**src/rtl/core/bfka_pkg.sv**
```systemverilog
// ----------------------------------------------------------------------------
// Best-fit keyed block allocator package
// Shared sizes, operation and status codes, sequencer states and the structs
// that pass between the directory, the scan unit and the sequencer.
// ----------------------------------------------------------------------------
package bfka_pkg;

    localparam int BLOCK_COUNT = 32;
    localparam int IDX_W       = $clog2(BLOCK_COUNT);
    localparam int CNT_W       = $clog2(BLOCK_COUNT + 1);

    localparam int OP_W        = 3;
    localparam int KEY_W       = 40;
    localparam int SIZE_W      = 8;
    localparam int SLOT_W      = 5;
    localparam int CAP_W       = 8;
    localparam int STATUS_W    = 2;
    localparam int FREED_W     = 6;

    localparam int S_TDATA_W   = 64;
    localparam int S_TUSER_W   = OP_W;
    localparam int M_TDATA_W   = 24;
    localparam int M_TUSER_W   = STATUS_W;

    typedef enum logic [OP_W-1:0] {
        OP_INSERT  = 3'd0,
        OP_GET     = 3'd1,
        OP_DELETE  = 3'd2,
        OP_SWEEP   = 3'd3,
        OP_SET_CAP = 3'd4
    } op_t;

    typedef enum logic [STATUS_W-1:0] {
        ST_OK        = 2'd0,
        ST_NOT_FOUND = 2'd1,
        ST_DUPLICATE = 2'd2,
        ST_NO_FIT    = 2'd3
    } status_t;

    typedef enum logic [1:0] {
        S_IDLE,
        S_SCAN,
        S_COMMIT
    } state_t;

    typedef struct packed {
        logic              valid;
        logic              active;
        logic [KEY_W-1:0]  key;
        logic [SIZE_W-1:0] size;
        logic [CAP_W-1:0]  cap;
    } dir_rd_t;

    typedef struct packed {
        logic              valid_we;
        logic              valid_val;
        logic              active_we;
        logic              active_val;
        logic              data_we;
        logic              cap_we;
        logic [IDX_W-1:0]  idx;
        logic [KEY_W-1:0]  key;
        logic [SIZE_W-1:0] size;
        logic [CAP_W-1:0]  cap;
    } dir_wr_t;

    typedef struct packed {
        logic              hit;
        logic [IDX_W-1:0]  hit_idx;
        logic [SIZE_W-1:0] hit_size;
        logic              best;
        logic [IDX_W-1:0]  best_idx;
        logic [CNT_W-1:0]  freed;
    } scan_res_t;

endpackage

```
**src/rtl/core/best_fit_keyed_block_allocator_core.sv**
```systemverilog
// ----------------------------------------------------------------------------
// Best-fit keyed block allocator core
// Each item is one operation on a directory of blocks: insert, get, delete,
// sweep of inactive blocks or capacity load. Every item yields one result.
// ----------------------------------------------------------------------------
// Insert, get, delete and sweep are accepted, then the scan unit walks all
// 32 directory entries, and the result is committed into the output
// register. Capacity loads and unused operation codes skip the walk. The
// input is not ready while an item is in progress; a finished result may
// wait in the output register while the next item is accepted.
module best_fit_keyed_block_allocator_core
    import bfka_pkg::*;
(
    input  logic                 aclk,
    input  logic                 aresetn,
    input  logic                 s_tvalid,
    output logic                 s_tready,
    // item_key, item_size, target_slot, block_capacity, zero fill
    input  logic [S_TDATA_W-1:0] s_tdata,
    // operation
    input  logic [S_TUSER_W-1:0] s_tuser,
    output logic                 m_tvalid,
    input  logic                 m_tready,
    // result_slot, stored_size, freed_count, zero fill
    output logic [M_TDATA_W-1:0] m_tdata,
    // status
    output logic [M_TUSER_W-1:0] m_tuser
);

    state_t            state_reg, state_next;
    logic [IDX_W-1:0]  idx_reg;
    logic [OP_W-1:0]   op_reg;
    logic [KEY_W-1:0]  key_reg;
    logic [SIZE_W-1:0] size_reg;
    logic [SLOT_W-1:0] target_reg;
    logic [CAP_W-1:0]  cap_reg;

    logic                 m_tvalid_reg;
    logic [M_TDATA_W-1:0] m_tdata_reg;
    logic [M_TUSER_W-1:0] m_tuser_reg;

    logic      accept;
    logic      scan_step;
    logic      scan_last;
    logic      commit_fire;
    logic      needs_scan;
    dir_rd_t   entry;
    dir_wr_t   wr;
    scan_res_t res;

    status_t            out_status;
    logic [SLOT_W-1:0]  out_slot;
    logic [SIZE_W-1:0]  out_size;
    logic [FREED_W-1:0] out_freed;

    assign accept     = s_tvalid && s_tready;
    assign scan_last  = (idx_reg == IDX_W'(BLOCK_COUNT - 1));
    assign needs_scan = (s_tuser == OP_INSERT) || (s_tuser == OP_GET) ||
                        (s_tuser == OP_DELETE) || (s_tuser == OP_SWEEP);

    bfka_dir u_dir (
        .aclk    (aclk),
        .aresetn (aresetn),
        .rd_idx  (idx_reg),
        .rd      (entry),
        .wr      (wr)
    );

    bfka_unit u_unit (
        .aclk    (aclk),
        .aresetn (aresetn),
        .start   (accept),
        .step    (scan_step),
        .op      (op_reg),
        .key     (key_reg),
        .size    (size_reg),
        .idx     (idx_reg),
        .entry   (entry),
        .res     (res)
    );

    always_comb begin
        state_next = state_reg;
        unique case (state_reg)
            S_IDLE: begin
                if (s_tvalid) begin
                    state_next = needs_scan ? S_SCAN : S_COMMIT;
                end
            end
            S_SCAN: begin
                if (scan_last) begin
                    state_next = S_COMMIT;
                end
            end
            S_COMMIT: begin
                if (!m_tvalid_reg || m_tready) begin
                    state_next = S_IDLE;
                end
            end
            default: state_next = S_IDLE;
        endcase
    end

    always_comb begin
        s_tready    = (state_reg == S_IDLE);
        scan_step   = (state_reg == S_SCAN);
        commit_fire = (state_reg == S_COMMIT) && (!m_tvalid_reg || m_tready);

        wr            = '0;
        wr.idx        = idx_reg;
        wr.key        = key_reg;
        wr.size       = size_reg;
        wr.cap        = cap_reg;
        out_status    = ST_OK;
        out_slot      = '0;
        out_size      = '0;
        out_freed     = '0;

        if (scan_step && op_reg == OP_SWEEP) begin
            wr.valid_we   = entry.valid && !entry.active;
            wr.valid_val  = 1'b0;
            wr.active_we  = 1'b1;
            wr.active_val = 1'b0;
        end

        if (commit_fire) begin
            unique case (op_reg)
                OP_INSERT: begin
                    if (res.hit) begin
                        out_status = ST_DUPLICATE;
                    end else if (!res.best) begin
                        out_status = ST_NO_FIT;
                    end else begin
                        wr.idx        = res.best_idx;
                        wr.data_we    = 1'b1;
                        wr.valid_we   = 1'b1;
                        wr.valid_val  = 1'b1;
                        wr.active_we  = 1'b1;
                        wr.active_val = 1'b1;
                        out_slot      = SLOT_W'(res.best_idx);
                        out_size      = size_reg;
                    end
                end
                OP_GET, OP_DELETE: begin
                    if (!res.hit) begin
                        out_status = ST_NOT_FOUND;
                    end else begin
                        wr.idx       = res.hit_idx;
                        wr.active_we = 1'b1;
                        if (op_reg == OP_GET) begin
                            wr.active_val = 1'b1;
                        end else begin
                            wr.active_val = 1'b0;
                            wr.valid_we   = 1'b1;
                            wr.valid_val  = 1'b0;
                        end
                        out_slot = SLOT_W'(res.hit_idx);
                        out_size = res.hit_size;
                    end
                end
                OP_SWEEP: begin
                    out_freed = FREED_W'(res.freed);
                end
                OP_SET_CAP: begin
                    wr.idx    = IDX_W'(target_reg);
                    wr.cap_we = (32'(target_reg) < BLOCK_COUNT);
                end
                default: begin
                    out_status = ST_OK;
                end
            endcase
        end
    end

    always_ff @(posedge aclk) begin
        if (!aresetn) begin
            state_reg    <= S_IDLE;
            m_tvalid_reg <= 1'b0;
        end else begin
            state_reg <= state_next;
            if (commit_fire) begin
                m_tvalid_reg <= 1'b1;
            end else if (m_tready) begin
                m_tvalid_reg <= 1'b0;
            end
        end
    end

    always_ff @(posedge aclk) begin
        if (accept) begin
            idx_reg    <= '0;
            op_reg     <= s_tuser;
            key_reg    <= s_tdata[39:0];
            size_reg   <= s_tdata[47:40];
            target_reg <= s_tdata[52:48];
            cap_reg    <= s_tdata[60:53];
        end else if (scan_step && !scan_last) begin
            idx_reg <= idx_reg + IDX_W'(1);
        end
        if (commit_fire) begin
            m_tdata_reg <= {5'b0, out_freed, out_size, out_slot};
            m_tuser_reg <= out_status;
        end
    end

    assign m_tvalid = m_tvalid_reg;
    assign m_tdata  = m_tdata_reg;
    assign m_tuser  = m_tuser_reg;

endmodule

```
**src/rtl/core/bfka_dir.sv**
```systemverilog
// ----------------------------------------------------------------------------
// Block directory
// Holds key, size, capacity, valid and active mark of every block, with one
// read port at the scan index and one write port driven by the sequencer.
// ----------------------------------------------------------------------------
module bfka_dir
    import bfka_pkg::*;
(
    input  logic             aclk,
    input  logic             aresetn,
    input  logic [IDX_W-1:0] rd_idx,
    output dir_rd_t          rd,
    input  dir_wr_t          wr
);

    logic [KEY_W-1:0]       key_mem  [BLOCK_COUNT];
    logic [SIZE_W-1:0]      size_mem [BLOCK_COUNT];
    logic [CAP_W-1:0]       cap_reg  [BLOCK_COUNT];
    logic [BLOCK_COUNT-1:0] valid_reg;
    logic [BLOCK_COUNT-1:0] active_reg;

    always_ff @(posedge aclk) begin
        if (!aresetn) begin
            valid_reg  <= '0;
            active_reg <= '0;
            for (int i = 0; i < BLOCK_COUNT; i++) begin
                cap_reg[i] <= '0;
            end
        end else begin
            if (wr.valid_we) begin
                valid_reg[wr.idx] <= wr.valid_val;
            end
            if (wr.active_we) begin
                active_reg[wr.idx] <= wr.active_val;
            end
            if (wr.cap_we) begin
                cap_reg[wr.idx] <= wr.cap;
            end
        end
    end

    always_ff @(posedge aclk) begin
        if (wr.data_we) begin
            key_mem[wr.idx]  <= wr.key;
            size_mem[wr.idx] <= wr.size;
        end
    end

    always_comb begin
        rd.valid  = valid_reg[rd_idx];
        rd.active = active_reg[rd_idx];
        rd.key    = key_mem[rd_idx];
        rd.size   = size_mem[rd_idx];
        rd.cap    = cap_reg[rd_idx];
    end

endmodule

```
**src/rtl/core/bfka_unit.sv**
```systemverilog
// ----------------------------------------------------------------------------
// Scan unit
// Looks at one directory entry per cycle and keeps the running results: the
// first block holding the key, the best fitting free block and the number
// of blocks a sweep frees.
// ----------------------------------------------------------------------------
module bfka_unit
    import bfka_pkg::*;
(
    input  logic              aclk,
    input  logic              aresetn,
    input  logic              start,
    input  logic              step,
    input  logic [OP_W-1:0]   op,
    input  logic [KEY_W-1:0]  key,
    input  logic [SIZE_W-1:0] size,
    input  logic [IDX_W-1:0]  idx,
    input  dir_rd_t           entry,
    output scan_res_t         res
);

    logic              hit_reg, hit_next;
    logic [IDX_W-1:0]  hit_idx_reg, hit_idx_next;
    logic [SIZE_W-1:0] hit_size_reg, hit_size_next;
    logic              best_reg, best_next;
    logic [IDX_W-1:0]  best_idx_reg, best_idx_next;
    logic [CAP_W-1:0]  best_cap_reg, best_cap_next;
    logic [CNT_W-1:0]  freed_reg, freed_next;
    logic              match;
    logic              fit;

    assign match = entry.valid && (entry.key == key);
    assign fit   = !entry.valid && (entry.cap >= size) &&
                   (!best_reg || (entry.cap < best_cap_reg));

    always_comb begin
        hit_next      = hit_reg;
        hit_idx_next  = hit_idx_reg;
        hit_size_next = hit_size_reg;
        best_next     = best_reg;
        best_idx_next = best_idx_reg;
        best_cap_next = best_cap_reg;
        freed_next    = freed_reg;
        if (start) begin
            hit_next   = 1'b0;
            best_next  = 1'b0;
            freed_next = '0;
        end else if (step) begin
            if (match && !hit_reg) begin
                hit_next      = 1'b1;
                hit_idx_next  = idx;
                hit_size_next = entry.size;
            end
            if (fit) begin
                best_next     = 1'b1;
                best_idx_next = idx;
                best_cap_next = entry.cap;
            end
            if (op == OP_SWEEP && entry.valid && !entry.active) begin
                freed_next = freed_reg + CNT_W'(1);
            end
        end
    end

    always_ff @(posedge aclk) begin
        if (!aresetn) begin
            hit_reg   <= 1'b0;
            best_reg  <= 1'b0;
            freed_reg <= '0;
        end else begin
            hit_reg   <= hit_next;
            best_reg  <= best_next;
            freed_reg <= freed_next;
        end
    end

    always_ff @(posedge aclk) begin
        hit_idx_reg  <= hit_idx_next;
        hit_size_reg <= hit_size_next;
        best_idx_reg <= best_idx_next;
        best_cap_reg <= best_cap_next;
    end

    always_comb begin
        res.hit      = hit_reg;
        res.hit_idx  = hit_idx_reg;
        res.hit_size = hit_size_reg;
        res.best     = best_reg;
        res.best_idx = best_idx_reg;
        res.freed    = freed_reg;
    end

endmodule

```
**config.mk**
```make
export PLATFORM = sky130hd
export DESIGN_NAME = best_fit_keyed_block_allocator_core
export DESIGN_NICKNAME = d
export VERILOG_FILES = /design/src/rtl/core/bfka_pkg.sv /design/src/rtl/core/best_fit_keyed_block_allocator_core.sv /design/src/rtl/core/bfka_dir.sv /design/src/rtl/core/bfka_unit.sv
export SDC_FILE = /design/constraint.sdc
export NUM_CORES = 2
export LEC_CHECK = 0
export BUFFER_PORTS_ARGS = -buffer_cell sky130_fd_sc_hd__clkbuf_2
export CAP_MARGIN = 20
export CORE_UTILIZATION = 45
export DETAILED_ROUTE_END_ITERATION = 16
export GPL_ROUTABILITY_DRIVEN = 0
export SLEW_MARGIN = 25
export SYNTH_ARGS = -nofsm -noshare
export SYNTH_HDL_FRONTEND = slang
export SYNTH_SLANG_ARGS = --single-unit
```
**constraint.sdc**
```tcl
create_clock -name aclk -period 6.2 [get_ports aclk]
set_input_delay 0.31 -clock aclk [delete_from_list [all_inputs] [get_ports aclk]]
set_output_delay 0.31 -clock aclk [all_outputs]
set_load 0.1 [all_outputs]
```
======== Yosys cells after proc, flatten, opt, wreduce, memory -nomap -nowiden ========
Memory sizes are Yosys's and may differ from the RTL's. A register that Yosys moved wholly into a read port is not among the register bits.
Index checks and enable logic that the tools add are counted.
operators by class
  bitwise gates (word level) .............. 2
  equal/unequal tests ..................... 14
  multiplexer cells ....................... 54
  add/subtract/negate cells ............... 2
  reduce and logical (&&, ||, !) cells .... 36
  magnitude comparators ................... 5
operator list
  operator                                                     count
  two-way mux 5 bit                                            13
  bitwise mux 32 bit                                           2
  equality test 40 bit                                         1
  two-way mux 8 bit                                            4
  two-way mux 1 bit                                            16
  case mux 8 bit (2 select lines)                              1
  case mux 5 bit (3 select lines)                              1
  two-way mux 2 bit                                            7
  equality test 3 x 2 -> 1 bit (second input constant)         4
  logical AND 1 bit                                            12
  less-than comparator 5 x 6 -> 1 bit (second input constant)  2
  two-way mux 11 bit                                           1
  binary-select mux 1 bit (select 5 bit)                       2
  case mux 5 bit (2 select lines)                              1
  AND reduction 3 bit                                          3
  greater-or-equal comparator 8 bit                            1
  less-than comparator 8 bit                                   1
  two-way mux 4 bit                                            2
  case mux 4 bit (2 select lines)                              1
  OR reduction 8 bit                                           1
  adder 6 x 1 -> 6 bit (second input constant)                 1
  equality test 3 x 1 -> 1 bit (second input constant)         2
  zero test 1 bit                                              6
  zero test 3 bit                                              2
  other kinds (17)                                             26
storage, ports and cells
  logic and storage cells ................. 135
  RAM bits ................................ 1792
  flip-flop bits (word level) ............. 183
  memories ................................ 3
memory list
  memory          depth  width  rd ports  clocked after Yosys merged registers in  wr ports  line            text
  u_dir.key_mem   32     40     1         1                                        1         bfka_dir.sv:16  logic [KEY_W-1:0] key_mem [BLOCK_COUNT];
  u_dir.cap_reg   32     8      1         1                                        32        bfka_dir.sv:18  logic [CAP_W-1:0] cap_reg [BLOCK_COUNT];
  u_dir.size_mem  32     8      1         1                                        1         bfka_dir.sv:17  logic [SIZE_W-1:0] size_mem [BLOCK_COUNT];

======== Longest topological paths before layout ========
  word-level depth ........................ 14
  depth in mapped cells ................... 21
  mapped depth without buffers ............ 13

======== Modules after synthesis ========
Synthesis repeated with hierarchy kept, for this count alone.
unflattened totals
  cell total of the unflattened synthesis .. 4980
  area, all modules ....................... 80702.4 um2
by module, submodules not included
  module                               cells an instance  sequential area each (um2)  times used  area an instance (um2)
  bfka_dir                             4606               55092.8                     1           75248.4
  best_fit_keyed_block_allocator_core  196                2712.6                      1           3460.8
  bfka_unit                            178                940.9                       1           1993.2

======== Worst setup path after synthesis ========
Ideal clock, no wire load.
  path kind ............................... reg2reg
  start point ............................. reg (tool-made name)
  end point ............................... reg u_unit.best_cap_reg[0], enable pin
  clock period less this slack ............ 5.615 ns
  buffers on the path ..................... 9
  path slack .............................. 0.585 ns
  arrival time ............................ 5.233 ns
  cell stages (with the launch flop) ...... 22
  library setup time ...................... 0.382 ns
  cell sequence ........................... dfxtp_1 > buf_4 > buf_4 > buf_4 > buf_4 > buf_4 > buf_2 > buf_2 > buf_2 > buf_2 > mux4_2 > mux4_2 > mux2_2 > ha_1 > a21o_1 > a21o_1 > a21o_1 > a21o_1 > a21o_1 > a211oi_1 > or4_1 > nor2_1
RTL lines
  what                  line             text
  end signal, assigned  bfka_unit.sv:81  best_cap_reg <= best_cap_next;
  end, declared         bfka_unit.sv:27  logic [CAP_W-1:0] best_cap_reg, best_cap_next;

==> flow_summary.yaml <==
clock_network:
  cts_resized: 0
  cts_hold_buf: 66
  clk_latency_ps: 850
  cts-root-buf: "clkbuf_16"
  cts_tree: "built"
  cts.sinks: 1988
  clk_pin_slew_worst_paths_ps: 60
  cts_setup_buffers: 0
  cts-htree-levels: 4
  clockBufferDepth: 3
  cts-buffers-inserted: 200
cells_and_area:
  drive_gt1_share_pct: 24.6
  regArea_mm2: 0.0589
  final_cells: 6822
  largest_register_ff_count: 1280
  final_nets: 4417
  multi_input_area_mm2: 0.0191
  finish.utilization_pct: 52.0
  area_delta_synth_final_pct: 14.7
  diodes: 0
  nFillCells: 13700
  finalInstanceArea_mm2: 0.0906
global_route:
  grt_overflow: 0
  grt_pass1_wl_um: 289000
  antenna_found_initial: 2
  grt_max_degree: 71
  met3_usage_pct: 3.17
  grt_pass1_vias: 40600
  grtUsageMet1_pct: 32.1
  use_met2_pct: 36.8
  grt.total_usage_pct: 22.6
  grt_busiest_layer: "met2"
setup_path:
  crit_family: "simple AND/OR/NAND/NOR gates"
  cp_num_cells: 10
  reg2reg_setup_slack_ps: 1320
  slowest_delay_ps: 670
  arrival_ps: 5410
  rr_worst_depth: 10
  r2r_end: "u_unit.hit_size_reg[2]"
  worstSetupEndpoint: "u_unit.hit_size_reg[2]"
  crit_chain: "buf_4 > mux4_1 > o22ai_1 > nor4_1 > xnor2_1 > o2111ai_1 > or4_1 > or4_1 > and4bb_1 > buf_12"
  critPathKind: "reg2reg"
  crit_buf_inv: 2
  critPathSlowestCell: "or4_1"
  crit_path_end_kind: "flop"
  worstSetupStartpointType: "flop"
  cp_max_fo: 15
  cpMostUsedCell: "or4_1"
  cp_data_required_time_ps: 6730
synthesis:
  synthDistinctLibCells: 76
  synthAdderAreaFrac_pct: 0.285
  syn_inst: 3973
  synth_compound_area_share_pct: 3.41
  yosysSeqAreaShare_pct: 74.5
  synthArstFlopShare_pct: 0
  synth_mux_area_share_pct: 14.9
  yosysWarningCount: 0
  synth-main-ff-cell: "edfxtp_1"
  yosys.area_share.simple_pct: 4.77
  avgSynthCellArea_um2: 19.9
  syn_area_mm2: 0.0790
  synth_xor_area_share_pct: 0.477
  synth_edf_count: 1903
  synth_top_family_by_area: "multiplexers"
  ys_ff_latch: 1988
floorplan:
  die_x_um: 421
  core_mm2: 0.174
  rows: 153
  start_util_pct: 45.4
  die-area_mm2: 0.177
  dieHeight_um: 421
  io_pins: 99
placement:
  place_worst_setup_slack_ps: 1340
  dpl-instance-area_mm2: 0.0835
  hpwl_um: 112000
  numPortBuffers: 90
  placedCellCount: 6377
timing:
  fin_crit_sh_pct: 78.6
  clock_skew_ps: 45.6
  worst_pin_slew_ps: 1080
  maxSlewViolCount: 0
  setup_violations: 0
  layout_min_cycle_time_ps: 4880
  hold_viol_final: 0
  setup_tns_ps: 0
  rsz0062_at_grt: "no"
  fin_ws_ps: 1320
  max_slew_margin_pct: 28.1
  fmax_ghz: 0.205
run:
  drv_cap: 0
detailed_routing:
  drtIter0Drc: 4043
  avgViaCountPerCell: 5.88
  wirelength_um: 201000
  vias: 40100
  drt-pass1-iter-count: 5
  wire_per_inst_um: 29.5
  drtAntennaViolNets: 0
  drc: 0
run_status:
  status: "finished, final reports clean"
power:
  vdd_drop_max_mv: 0.228
  cellPowerDensity_mw_per_mm2: 315
  power_leakage_uw: 0.0285
worst_hold_path:
  hp-class: "in2reg"
logic make-up (layout without fill, tap and decap cells):
kind of cell	count (synthesis)	in the layout
buffers and inverters	252	772
xor gates and xnor gates	43	43
muxes	583	583
and+or+nand+nor	694	694
DFF	1988	1988
AOI/OAI and AO/OA	394	394
other	1	5
adders and majority gates	18	18
synthesized netlist by cell type, types with 21 or more instances:
| cell type | instances | area, um2 |
|---|---|---|
| dfxtp_1 | 85 | 1700 |
| or3_1 | 34 | 213 |
| mux4_1 | 30 | 788 |
| mux2i_1 | 89 | 891 |
| edfxtp_1 | 1903 | 57100 |
| inv_1 | 22 | 82.6 |
| a22oi_1 | 60 | 450 |
| o22ai_1 | 61 | 382 |
| nand2_1 | 112 | 420 |
| buf_4 | 37 | 278 |
| o21ai_0 | 100 | 500 |
| a22o_1 | 29 | 254 |
| and2_1 | 267 | 1670 |
| xor2_1 | 23 | 201 |
| buf_2 | 50 | 250 |
| mux4_2 | 433 | 9750 |
| nor2_1 | 135 | 507 |
| clkbuf_1 | 103 | 387 |
| nand4_1 | 21 | 131 |
| mux2_2 | 30 | 338 |
| a21boi_0 | 55 | 413 |
| buf_1 | 23 | 86.3 |
area by class of cell:
type,instances,share of cell area (%)
clock buffer,269,5.92
clock inverter,102,1.01
inverter,23,0.0953
multi-input combinational,1737,21.1
sequential,1988,65.0
tap,2325,3.21
timing repair buffer,378,3.62
worst min path at each step:
stage / startpoint / to / slack, ps / depth (start not counted)
after CTS: s_tdata[13] / key_reg[13] / 120 / 2
after global routing: s_tdata[21] / key_reg[21] / 150 / 2
final: s_tdata[13] / key_reg[13] / 180 / 2
after global placement: u_dir.valid_reg[30] / u_dir.valid_reg[30] / 460 / 2
after floorplan: s_tdata[53] / cap_reg[0] / 410 / 0
after detailed placement: u_dir.valid_reg[24] / u_dir.valid_reg[24] / 470 / 2
worst reg2reg max path: stages, from the launching register on:
cell and delay (ps):
dfxtp_4 630, buf_4 410, mux4_1 590, o22ai_1 210, nor4_1 100, xnor2_1 480
o2111ai_1 300, or4_1 670, or4_1 630, and4bb_1 360, buf_12 170
where the power goes:
| group | internal [uW] | switching (uW) |
|---|---|---|
| clock network | 6570 | 5090 |
| logic | 821 | 1040 |
| registers | 14800 | 129 |
| total | 22200 | 6260 |
layout by cell type (no fill, tap or decap), types with 77 or more instances in the layout:
cell type	Yosys	layout
edfxtp_1	1903	1903
mux4_2	433	433
mux2i_1	89	89
and2_1	267	266
buf_4	37	180
clkbuf_16	0	203
dfxtp_1	85	77
o21ai_0	100	99
nor2_1	135	102
nand2_1	112	111
clkbuf_2	0	90
routing by layer:
metal / vias up / share of wire, %
met5: - / 0
met4: 0 / 2.3
met3: 249 / 5.9
met2: 1318 / 49
met1: 21600 / 43
li1: 17000 / -
metrics by stage:
step / power, uW / hold slack [ps]
4_1_cts: 28700 / 117
3_5_place_dp: 17100 / 465
5_1_grt: 29300 / 147
6_report: 28500 / 175
2_1_floorplan: 16500 / 409
3_3_place_gp: 17100 / 457
Power figures use the tool's default switching activity.
